**config.mk**
```make
export PLATFORM = sky130hd
export DESIGN_NAME = rc4fb_core
export DESIGN_NICKNAME = d
export VERILOG_FILES = /design/src/rtl/rc4fb_pkg.sv /design/src/rtl/rc4fb_alu.sv /design/src/rtl/rc4fb_core.sv
export SDC_FILE = /design/constraint.sdc
export NUM_CORES = 2
export LEC_CHECK = 0
export ABC_AREA = 0
export BUFFER_PORTS_ARGS = -buffer_cell sky130_fd_sc_hd__buf_4
export CAP_MARGIN = 0
export CORE_MARGIN = 3
export CORE_UTILIZATION = 47
export CTS_BUF_LIST = sky130_fd_sc_hd__clkbuf_4
export CTS_CLUSTER_SIZE = 25
export DETAILED_ROUTE_END_ITERATION = 10
export PLACE_DENSITY = 0.69
export SETUP_SLACK_MARGIN = 0.5
export SYNTH_ARGS = -nofsm -noshare
export SYNTH_HDL_FRONTEND = slang
export SYNTH_SLANG_ARGS = --single-unit
```
**constraint.sdc**
```tcl
create_clock -name clk_i -period 6.75 [get_ports clk_i]
set_clock_uncertainty 0.2 [all_clocks]
set_input_delay 1.35 -clock clk_i [delete_from_list [all_inputs] [get_ports clk_i]]
set_output_delay 1.35 -clock clk_i [all_outputs]
set_load 0.1 [all_outputs]
```
**src/rtl/rc4fb_pkg.sv**
```systemverilog
// Shared types and constants for the feedback RC4 byte cipher.
`default_nettype none

package rc4fb_pkg;

  localparam int BOX_DEPTH = 256;
  localparam int BYTE_W = 8;
  localparam int CNT_W = $clog2(BOX_DEPTH) + 1;

  localparam logic ACTION_KEY = 1'b0;
  localparam logic ACTION_DATA = 1'b1;

  typedef logic [BYTE_W-1:0] byte_t;

  typedef enum logic [1:0] {
    ALU_INC = 2'd0,
    ALU_JS  = 2'd1,
    ALU_T   = 2'd2,
    ALU_FB  = 2'd3
  } alu_op_e;

  typedef struct packed {
    byte_t idx_i;
    byte_t idx_j;
    byte_t mem_byte;
    byte_t s_i;
    byte_t s_j;
    byte_t idx_b;
    byte_t fb;
  } alu_opnd_t;

  typedef struct packed {
    logic  valid;
    byte_t data;
  } result_t;

  typedef enum logic [7:0] {
    ST_IDLE = 8'b0000_0001,
    ST_LOAD = 8'b0000_0010,
    ST_RD_A = 8'b0000_0100,
    ST_RD_B = 8'b0000_1000,
    ST_WR_A = 8'b0001_0000,
    ST_WR_B = 8'b0010_0000,
    ST_RD_T = 8'b0100_0000,
    ST_FIN  = 8'b1000_0000
  } state_e;

endpackage

`default_nettype wire

```
**src/rtl/rc4fb_alu.sv**
```systemverilog
// Shared 8-bit index adder with operand selection.
`default_nettype none

module rc4fb_alu
  import rc4fb_pkg::*;
(
  input  alu_op_e   op_i,
  input  alu_opnd_t opnd_i,
  output byte_t     sum_o
);

  byte_t op_a;
  byte_t op_b;

  always_comb begin
    case (op_i)
      ALU_INC: begin
        op_a = opnd_i.idx_i;
        op_b = byte_t'(1);
      end
      ALU_JS: begin
        op_a = opnd_i.idx_j;
        op_b = opnd_i.mem_byte;
      end
      ALU_T: begin
        op_a = opnd_i.s_i;
        op_b = opnd_i.s_j;
      end
      ALU_FB: begin
        op_a = opnd_i.idx_b;
        op_b = opnd_i.fb;
      end
      default: begin
        op_a = '0;
        op_b = '0;
      end
    endcase
  end

  assign sum_o = op_a + op_b;

endmodule

`default_nettype wire

```
**src/rtl/rc4fb_core.sv**
```systemverilog
// Sequencer, key store and working box of the feedback RC4 cipher.
`default_nettype none

module rc4fb_core
  import rc4fb_pkg::*;
(
  input  logic    clk_i,
  input  logic    rst_ni,
  input  logic    in_fire_i,
  input  logic    action_i,
  input  byte_t   key_index_i,
  input  byte_t   byte_in_i,
  input  logic    encrypt_i,
  input  logic    packet_start_i,
  input  logic    out_free_i,
  output logic    in_ready_o,
  output result_t res_o
);

  byte_t key_store [BOX_DEPTH];
  byte_t work_box [BOX_DEPTH];

  state_e state_q, state_d;
  byte_t idx_i_q, idx_i_d;
  byte_t idx_j_q, idx_j_d;
  logic [CNT_W-1:0] ld_cnt_q, ld_cnt_d;
  logic wr_pend_q, wr_pend_d;
  byte_t wr_addr_q;

  byte_t data_q;
  logic enc_q;
  byte_t a_q;
  byte_t b_q;
  byte_t si_q;
  byte_t sj_q;
  byte_t box_rdata_q;
  byte_t key_rdata_q;

  logic key_we;
  logic key_re;
  logic box_we;
  byte_t box_waddr;
  byte_t box_wdata;
  logic box_re;
  byte_t box_raddr;

  alu_op_e alu_op;
  alu_opnd_t alu_opnd;
  byte_t alu_sum;
  byte_t res_byte;

  rc4fb_alu u_alu (
    .op_i  (alu_op),
    .opnd_i(alu_opnd),
    .sum_o (alu_sum)
  );

  assign res_byte = data_q ^ box_rdata_q;
  assign in_ready_o = (state_q == ST_IDLE);
  assign key_we = in_fire_i && (action_i == ACTION_KEY);
  assign key_re = (state_q == ST_LOAD) && !ld_cnt_q[CNT_W-1];

  always_comb begin
    alu_opnd.idx_i = idx_i_q;
    alu_opnd.idx_j = idx_j_q;
    alu_opnd.mem_byte = box_rdata_q;
    alu_opnd.s_i = si_q;
    alu_opnd.s_j = sj_q;
    alu_opnd.idx_b = b_q;
    alu_opnd.fb = enc_q ? data_q : res_byte;
  end

  always_comb begin
    state_d = state_q;
    idx_i_d = idx_i_q;
    idx_j_d = idx_j_q;
    ld_cnt_d = ld_cnt_q;
    wr_pend_d = 1'b0;
    alu_op = ALU_INC;
    box_we = 1'b0;
    box_waddr = a_q;
    box_wdata = box_rdata_q;
    box_re = 1'b0;
    box_raddr = alu_sum;
    res_o.valid = 1'b0;
    res_o.data = res_byte;
    case (state_q)
      ST_IDLE: begin
        if (in_fire_i && (action_i == ACTION_DATA)) begin
          if (packet_start_i) begin
            state_d = ST_LOAD;
            ld_cnt_d = '0;
            idx_i_d = '0;
            idx_j_d = '0;
          end else begin
            state_d = ST_RD_A;
          end
        end
      end
      ST_LOAD: begin
        ld_cnt_d = ld_cnt_q + CNT_W'(1);
        wr_pend_d = !ld_cnt_q[CNT_W-1];
        box_we = wr_pend_q;
        box_waddr = wr_addr_q;
        box_wdata = key_rdata_q;
        if (ld_cnt_q[CNT_W-1]) begin
          state_d = ST_RD_A;
        end
      end
      ST_RD_A: begin
        alu_op = ALU_INC;
        box_re = 1'b1;
        state_d = ST_RD_B;
      end
      ST_RD_B: begin
        alu_op = ALU_JS;
        box_re = 1'b1;
        state_d = ST_WR_A;
      end
      ST_WR_A: begin
        box_we = 1'b1;
        box_waddr = a_q;
        box_wdata = box_rdata_q;
        state_d = ST_WR_B;
      end
      ST_WR_B: begin
        box_we = 1'b1;
        box_waddr = b_q;
        box_wdata = si_q;
        state_d = ST_RD_T;
      end
      ST_RD_T: begin
        alu_op = ALU_T;
        box_re = 1'b1;
        state_d = ST_FIN;
      end
      ST_FIN: begin
        alu_op = ALU_FB;
        if (out_free_i) begin
          res_o.valid = 1'b1;
          idx_i_d = a_q;
          idx_j_d = alu_sum;
          state_d = ST_IDLE;
        end
      end
      default: begin
        state_d = ST_IDLE;
      end
    endcase
  end

  always_ff @(posedge clk_i or negedge rst_ni) begin
    if (!rst_ni) begin
      state_q <= ST_IDLE;
      idx_i_q <= '0;
      idx_j_q <= '0;
      ld_cnt_q <= '0;
      wr_pend_q <= 1'b0;
    end else begin
      state_q <= state_d;
      idx_i_q <= idx_i_d;
      idx_j_q <= idx_j_d;
      ld_cnt_q <= ld_cnt_d;
      wr_pend_q <= wr_pend_d;
    end
  end

  always_ff @(posedge clk_i) begin
    if (in_fire_i) begin
      data_q <= byte_in_i;
      enc_q <= encrypt_i;
    end
    wr_addr_q <= ld_cnt_q[CNT_W-2:0];
    if (state_q == ST_RD_A) begin
      a_q <= alu_sum;
    end
    if (state_q == ST_RD_B) begin
      si_q <= box_rdata_q;
      b_q <= alu_sum;
    end
    if (state_q == ST_WR_A) begin
      sj_q <= box_rdata_q;
    end
  end

  always_ff @(posedge clk_i) begin
    if (key_we) begin
      key_store[key_index_i] <= byte_in_i;
    end
    if (key_re) begin
      key_rdata_q <= key_store[ld_cnt_q[CNT_W-2:0]];
    end
  end

  always_ff @(posedge clk_i) begin
    if (box_we) begin
      work_box[box_waddr] <= box_wdata;
    end
    if (box_re) begin
      box_rdata_q <= work_box[box_raddr];
    end
  end

endmodule

`default_nettype wire

```
======== Word-level counts from Yosys, hierarchy flattened ========
Memory sizes are Yosys's and may differ from the RTL's. A register that Yosys moved wholly into a read port is not among the register bits.
Cells that the tools add are included.
Widths: inputs -> output; s select.
storage, ports and cells
  flip-flop bits (word level) ............. 83
  bits in writable memories ............... 4,096
  logic and storage cells ................. 74
  input bits .............................. 23
  output and inout bits ................... 10
  memories kept ........................... 2
memories
  name       words  bits a word  read ports  clocked after Yosys merged registers in  write ports  RTL line          text
  key_store  256    8            1           1                                        1            rc4fb_core.sv:20  byte_t key_store [BOX_DEPTH];
  work_box   256    8            1           1                                        1            rc4fb_core.sv:21  byte_t work_box [BOX_DEPTH];
operators by class
  multiplexer cells ....................... 29
  reductions and logical operators ........ 12
  equality and inequality tests ........... 15
  bitwise logic cells ..................... 2
  add/subtract/negate cells ............... 2
operator list
  operator             number
  $mux 8               8
  $pmux 8 s2           4
  $pmux 8 s4           2
  $pmux 8 s8           1
  $mux 9               2
  $pmux 9 s2           1
  $add 9x1->9 const B  1
  $add 8x8->8          1
  $eq 8x1->1 const B   1
  $eq 8x2->1 const B   1
  $eq 8x3->1 const B   1
  $eq 8x4->1 const B   1
  $eq 8x5->1 const B   1
  $eq 8x6->1 const B   1
  $eq 8x7->1 const B   1
  $eq 8x8->1 const B   1
  $mux 1               8
  $xor 8x8->8          1
  $ne 2x2->1 const B   3
  $pmux 2 s3           1
  $reduce_and 3->1     2
  $eq 2x2->1 const B   2
  $reduce_and 4->1     1
  $reduce_bool 2->1    2
  other kinds (10)     12

======== Logic depth before layout (Yosys ltp) ========
  word-level depth ........................ 7
  gate-level depth with buffers ........... 20
  gate-level depth less buffers ........... 16

======== Cells and area by module ========
Synthesis repeated with hierarchy kept, for this count alone.
second synthesis, totals
  cell total of the unflattened synthesis .. 7,555
  area total of the unflattened synthesis .. 163,315.4 um^2
modules (own cells, without submodules)
  module      area an instance (um^2)  cells an instance  sequential area each (um^2)  instances
  rc4fb_core  162,646.0                7,487              125,721.8                    1
  rc4fb_alu   669.4                    68                 0.0                          1

======== Worst setup path before layout ========
Ideal clock, no wire load.
  path type ............................... reg-to-reg
  start ................................... reg state_q[2]
  end ..................................... mem work_box[0][0] (netlist name) (data pin)
  arrival time ............................ 4.901 ns
  path buffers ............................ 3
  stages on the path, launching flop included .. 8
  path slack .............................. 0.829 ns
  required time ........................... 5.730 ns
  period minus slack after synthesis ...... 5.921 ns
  path through ............................ dfrtp_1 > nor4_1 > and4b_1 > clkbuf_1 > clkbuf_1 > buf_1 > a22oi_1 > nand2_1
on the way
  cells in the longest elaborated chain, start to end .. 2
  elaborated cells between the ends (all ways) .. 3
ends and longest elaborated chain
  element                                   RTL line           text
  start, declared                           rc4fb_core.sv:23   state_e state_q, state_d;
  start signal, assigned                    rc4fb_core.sv:160  state_q <= state_d;
  $eq 8x6->1 or $eq 8x2->1 (tied branches)  rc4fb_core.sv:87   case (state_q)
  $pmux 8 s2 (*)                            rc4fb_core.sv:87
  net box_wdata[0]                          rc4fb_core.sv:43   byte_t box_wdata;
  end, declared                             rc4fb_core.sv:21
The timed path passes the listed nets; every way through them passes the cells marked *.

======== Worst setup path in the final report ========
  start ................................... reg state_q[2]
  end ..................................... reg box_rdata_q[7], read port of work_box (data pin)
on the way
  cells in the longest elaborated chain, start to end .. 5
  elaborated cells between the ends (all ways) .. 14
ends and longest elaborated chain
  element                                   RTL line          text
  $eq 8x8->1, or another cell as far along  rc4fb_core.sv:87
  $pmux 2 s3                                rc4fb_core.sv:87
  $eq 2x2->1, or another cell as far along  rc4fb_alu.sv:16   case (op_i)
  $pmux 8 s4                                rc4fb_alu.sv:16
  $add 8x8->8                               rc4fb_alu.sv:40   assign sum_o = op_a + op_b;
  end, declared                             rc4fb_core.sv:36  byte_t box_rdata_q;
Parallel ways exist; a longest one is shown, timed or not.
A chain may end at the register's enable or synchronous reset.

==> metrics.md <==
| Metric | Value |
|---|---|
| Fill cell total of the finished layout | `26,410` |
| Net Sw Frac | `26.68%` |
| Flop-to-flop setup slack | `0.68 ns` |
| Post-Syn Area | `162,700 sq um` |
| Net Count, Synth | `7,502` |
| R2R depth | `17` |
| Sequential element share of the synthesized area | `77.29%` |
| Worst-path cell chain | `or4_1 -> nor2_1 -> nand2_1 -> o21ai_0 -> a21oi_1 -> ha_4 -> fa_4 -> a211oi_1 -> o21ai_1 -> buf_4 -> nand2_4 -> buf_12 -> mux2i_1 -> o22ai_1 -> o21ai_0 -> o2111ai_1 -> mux2_1` |
| CTS Buffer Depth | `5` |
| M1 GR Usage | `29.85%` |
| Vias in the first global route | `84,710` |
| Crit-path most repeated cell | `o21ai_0` |
| CP endpoint kind | `register` |
| Leakage | `0.05743 uW` |
| Layout cells sized above 1 | `33.49%` |
| Switch Pwr | `16,280 uW` |
| YS warnings | `0` |
| Synth Instances | `7,470` |
| Slew Limit Fails | `0` |
| Final #Nets | `8,440` |
| WP depth | `17` |
| Initial antenna violation count | `16` |
| Slowest stage delay, CP | `0.66 ns` |
| CP max stage cell | `or4_1` |
| Hpwl dp | `234,000 um` |
| Pwr Density | `335.0 nW/um^2` |
| FF+latch count, synth | `4,195` |
| Starting density of the core | `47.31%` |
| H-tree lvl count | `7` |
| RR Endpoint | `box_rdata_q[7]$_DFFE_PP_` |
| Relative slew slack | `12.06%` |
| Min Clock Period, post-route | `6.071 ns` |
| Gpl congestion | `0.8828` |
| Met2 Track Usage GR | `35.13%` |
| Busiest grt layer | `met2` |
| FP Rows | `215` |
| Worst Path Buf+Inv | `2` |
| Worst-skew pair later-pin latency | `1.59 ns` |
| Post-synth ARST share | `0.8105%` |
| Largest registers | `key_store (2048), work_box (2048), ld_cnt_q (9)` |
| Cells on Worst Hold Path | `1` |
| Launching point of the worst reg2reg path | `state_q[2]$_DFFE_PN0P_` |
| Drt pass-1 iters | `8` |
| Slew @ Worst Pin | `1.319 ns` |
| Crit-path leading delay family | `compound AO/OA/AOI/OAI gates` |
| Die footprint | `353,200 sq um` |
| Core Area | `343,800 sq um` |
| Pre-CTS setup slack | `0.6143 ns` |
| CTS tree | `built` |
| Drt wl/cell | `28.66 um` |
| PnR worst setup slack | `0.6789 ns` |
| Die H | `594.3 um` |
| Sum Neg Setup Slack | `0 ns` |
| Root Driver | `clkbuf_4` |
| Via density | `6.028` |
| Die X-Extent | `594.3 um` |
| Worst Setup SP | `state_q[2]$_DFFE_PN0P_` |
| Final Hold Fails | `0` |
| Num CTS Buffers | `1,129` |
| Period utilization | `89.94%` |
| Post-route cell area | `182,200 sq um` |
| Area grow syn2layout | `11.99%` |
| Synth Area per Inst | `21.77 sq um` |
| CP Launch Type | `register` |
| Antenna viol nets, final | `0` |
| Critical path class | `register to register` |
| Total routed wirelength | `390,800 um` |
| Largest net degree at the start of global routing | `177` |
| Count of final setup violators | `0` |
| Total clock sinks | `4,195` |
| Pint | `44,740 uW` |
| Clk pwr share | `34.1%` |
| RSZ-0062 raised after global routing | `no` |
| Crit path DAT | `7.16 ns` |
| First-pass GRT wire length | `573,900 um` |
| Logic pwr share | `16.9%` |
| Total power | `61,020 uW` |
| Worst-path clk slew | `0.07 ns` |
| CP endpoint | `box_rdata_q[7]$_DFFE_PP_` |
| GRT overflow | `0` |
| EDFF count, synth | `4,153` |
| Dpl cell area | `169,100 sq um` |
| GRT Total Usage | `22.32%` |
| Port bufs | `32` |
| Worst vdd rail ir drop | `0.0002289 V` |
| CP Data Required Time | `7.84 ns` |
| Hold crit path type | `input port to register` |
| Fmax | `164.7 MHz` |
| Cell variety after synth | `77` |
| Max-cap violations | `0` |
| Via count | `82,180` |
| CP max FO | `58` |
| Met3 usage | `5.316%` |
| IO Count | `33` |
| 1st-iter DRT viols | `9,843` |
| Status | `completed` |
| Reg power frac | `49.0%` |
| Top_reg_cell synth | `edfxtp_1` |
| DR DRC count | `0` |
[power groups by stage]
stage | Combinational (uW) | Sequential (uW) | Clock, uW
2_1_floorplan | 6490 | 30600 | 0
3_3_place_gp | 10200 | 30500 | 0
3_5_place_dp | 10400 | 30500 | 0
4_1_cts | 10400 | 29900 | 21200
5_1_grt | 10800 | 29900 | 22700
6_report | 10300 | 29900 | 20800
[synthesized netlist by cell type, drive strengths merged (8+ instances only)]
| master | number | area [sq um] |
|---|---|---|
| nand2 | 322 | 1219 |
| nand2b | 22 | 137.6 |
| a22o | 23 | 204.0 |
| nand4 | 18 | 112.6 |
| o22ai | 38 | 237.7 |
| xnor2 | 11 | 103.9 |
| nor3 | 15 | 85.08 |
| and3 | 30 | 187.7 |
| dfrtp | 33 | 825.8 |
| o21ai | 58 | 290.3 |
| mux2 | 11 | 123.9 |
| and2 | 16 | 100.1 |
| a21oi | 50 | 250.2 |
| ha | 8 | 100.1 |
| nor2 | 535 | 2011 |
| a21o | 11 | 82.58 |
| mux2i | 146 | 1461 |
| o221ai | 14 | 128.9 |
| a211oi | 27 | 207.7 |
| dfxtp | 8 | 160.2 |
| clkbuf | 256 | 960.9 |
| edfxtp | 4153 | 124700 |
| a32oi | 38 | 332.8 |
| a221o | 13 | 130.1 |
| o211ai | 10 | 75.07 |
| buf | 174 | 782.0 |
| a22oi | 37 | 277.8 |
| inv | 17 | 63.81 |
| xor2 | 11 | 96.34 |
| a31oi | 11 | 68.82 |
| a221oi | 16 | 140.1 |
| o2111ai | 22 | 192.7 |
| a311oi | 8 | 70.07 |
| nand3 | 106 | 535.5 |
| nor2b | 15 | 103.9 |
| mux4 | 1141 | 25700 |
[worst min path at each step]
stage	from	to	slack (ns)
finish	byte_in_i[5]	key_store[31][5]$_DFFE_PP_	0.19
global route	byte_in_i[5]	key_store[31][5]$_DFFE_PP_	0.1
CTS	key_index_i[1]	key_store[219][2]$_DFFE_PP_	0.05
detailed placement	ld_cnt_q[5]$_DFFE_PN0P_	wr_addr_q[5]$_DFF_P_	0.19
global placement	ld_cnt_q[5]$_DFFE_PN0P_	wr_addr_q[5]$_DFF_P_	0.19
floorplan	ld_cnt_q[2]$_DFFE_PN0P_	wr_addr_q[2]$_DFF_P_	0.15
[stage by stage]
stage	std cells	hold slack [ns]	util, %
floorplan	7470	0.1454	-
global placement	11820	0.1898	49.18
detailed placement	11820	0.1884	49.18
CTS	13610	0.04733	52.97
global route	13630	0.09645	52.98
finish	13630	0.1884	52.98
[cell families (layout without fill, tap and decap cells)]
group / count (synthesis) / after routing / share of synthesized area (%)
mux: 1298 / 1298 / 16.77
compound gates: 389 / 389 / 1.721
fa+ha+maj: 9 / 9 / 0.07385
flops: 4195 / 4195 / 77.29
other cells: 0 / 20 / 0
buf+inv: 449 / 2036 / 1.115
simple gates: 1108 / 1108 / 2.900
xor+xnor: 22 / 22 / 0.1231
[placed cells by master (no fill, tap or decap), types with 11 or more instances in the layout]
master         count
edfxtp_1        4153
clkbuf_4        1539
mux4_2          1141
nor2_1           532
nand2_1          306
clkinv_1         177
buf_4            173
mux2i_1          146
nand3_1           98
o21ai_0           53
a21oi_1           49
buf_12            43
a32oi_1           38
o22ai_1           38
a22oi_1           37
inv_2             30
and3_1            30
dfrtp_1           29
a211oi_1          26
nand2b_1          22
o2111ai_1         22
a22o_1            21
diode_2           20
clkinv_2          20
nand4_1           18
a221oi_1          16
and2_1            16
bufinv_16         15
inv_1             14
o221ai_1          13
a221o_1           13
nor3_1            12
dlygate4sd3_1     12
nor2b_1           11
xor2_1            11
a21o_1            11
a31oi_1           11
[area by class of cell]
cell class | instances | area, sq um | area share [%]
sequential | 4195 | 125700 | 69.03
clock buffer | 1539 | 11550 | 6.343
inverter | 19 | 73.82 | 0.04053
tap | 4557 | 5702 | 3.130
antenna | 20 | 50.05 | 0.02748
clock inverter | 241 | 1336 | 0.7336
timing repair buffer | 237 | 2404 | 1.320
multi-input combinational | 2826 | 35300 | 19.38
[repair_timing]
item / 4_1_cts / 5_1_grt
hold endpoints to repair: 247 / 0
hold buffers: 12 / 0
gates resized for setup: 0 / 5
buffers inserted: 0 / 0
endpoints found under the setup margin: 0 / 6
[per-layer routing]
layer | vias to the layer above | part of all wire [%] | routed length, um
met3 | 780 | 9.0 | 35320
met4 | 6 | 3.6 | 13890
li1 | 33870 | - | -
met2 | 4625 | 49 | 192700
met1 | 42900 | 38 | 148700
met5 | - | 0.039 | 151
Note: power is estimated with default switching activity, not from simulation.
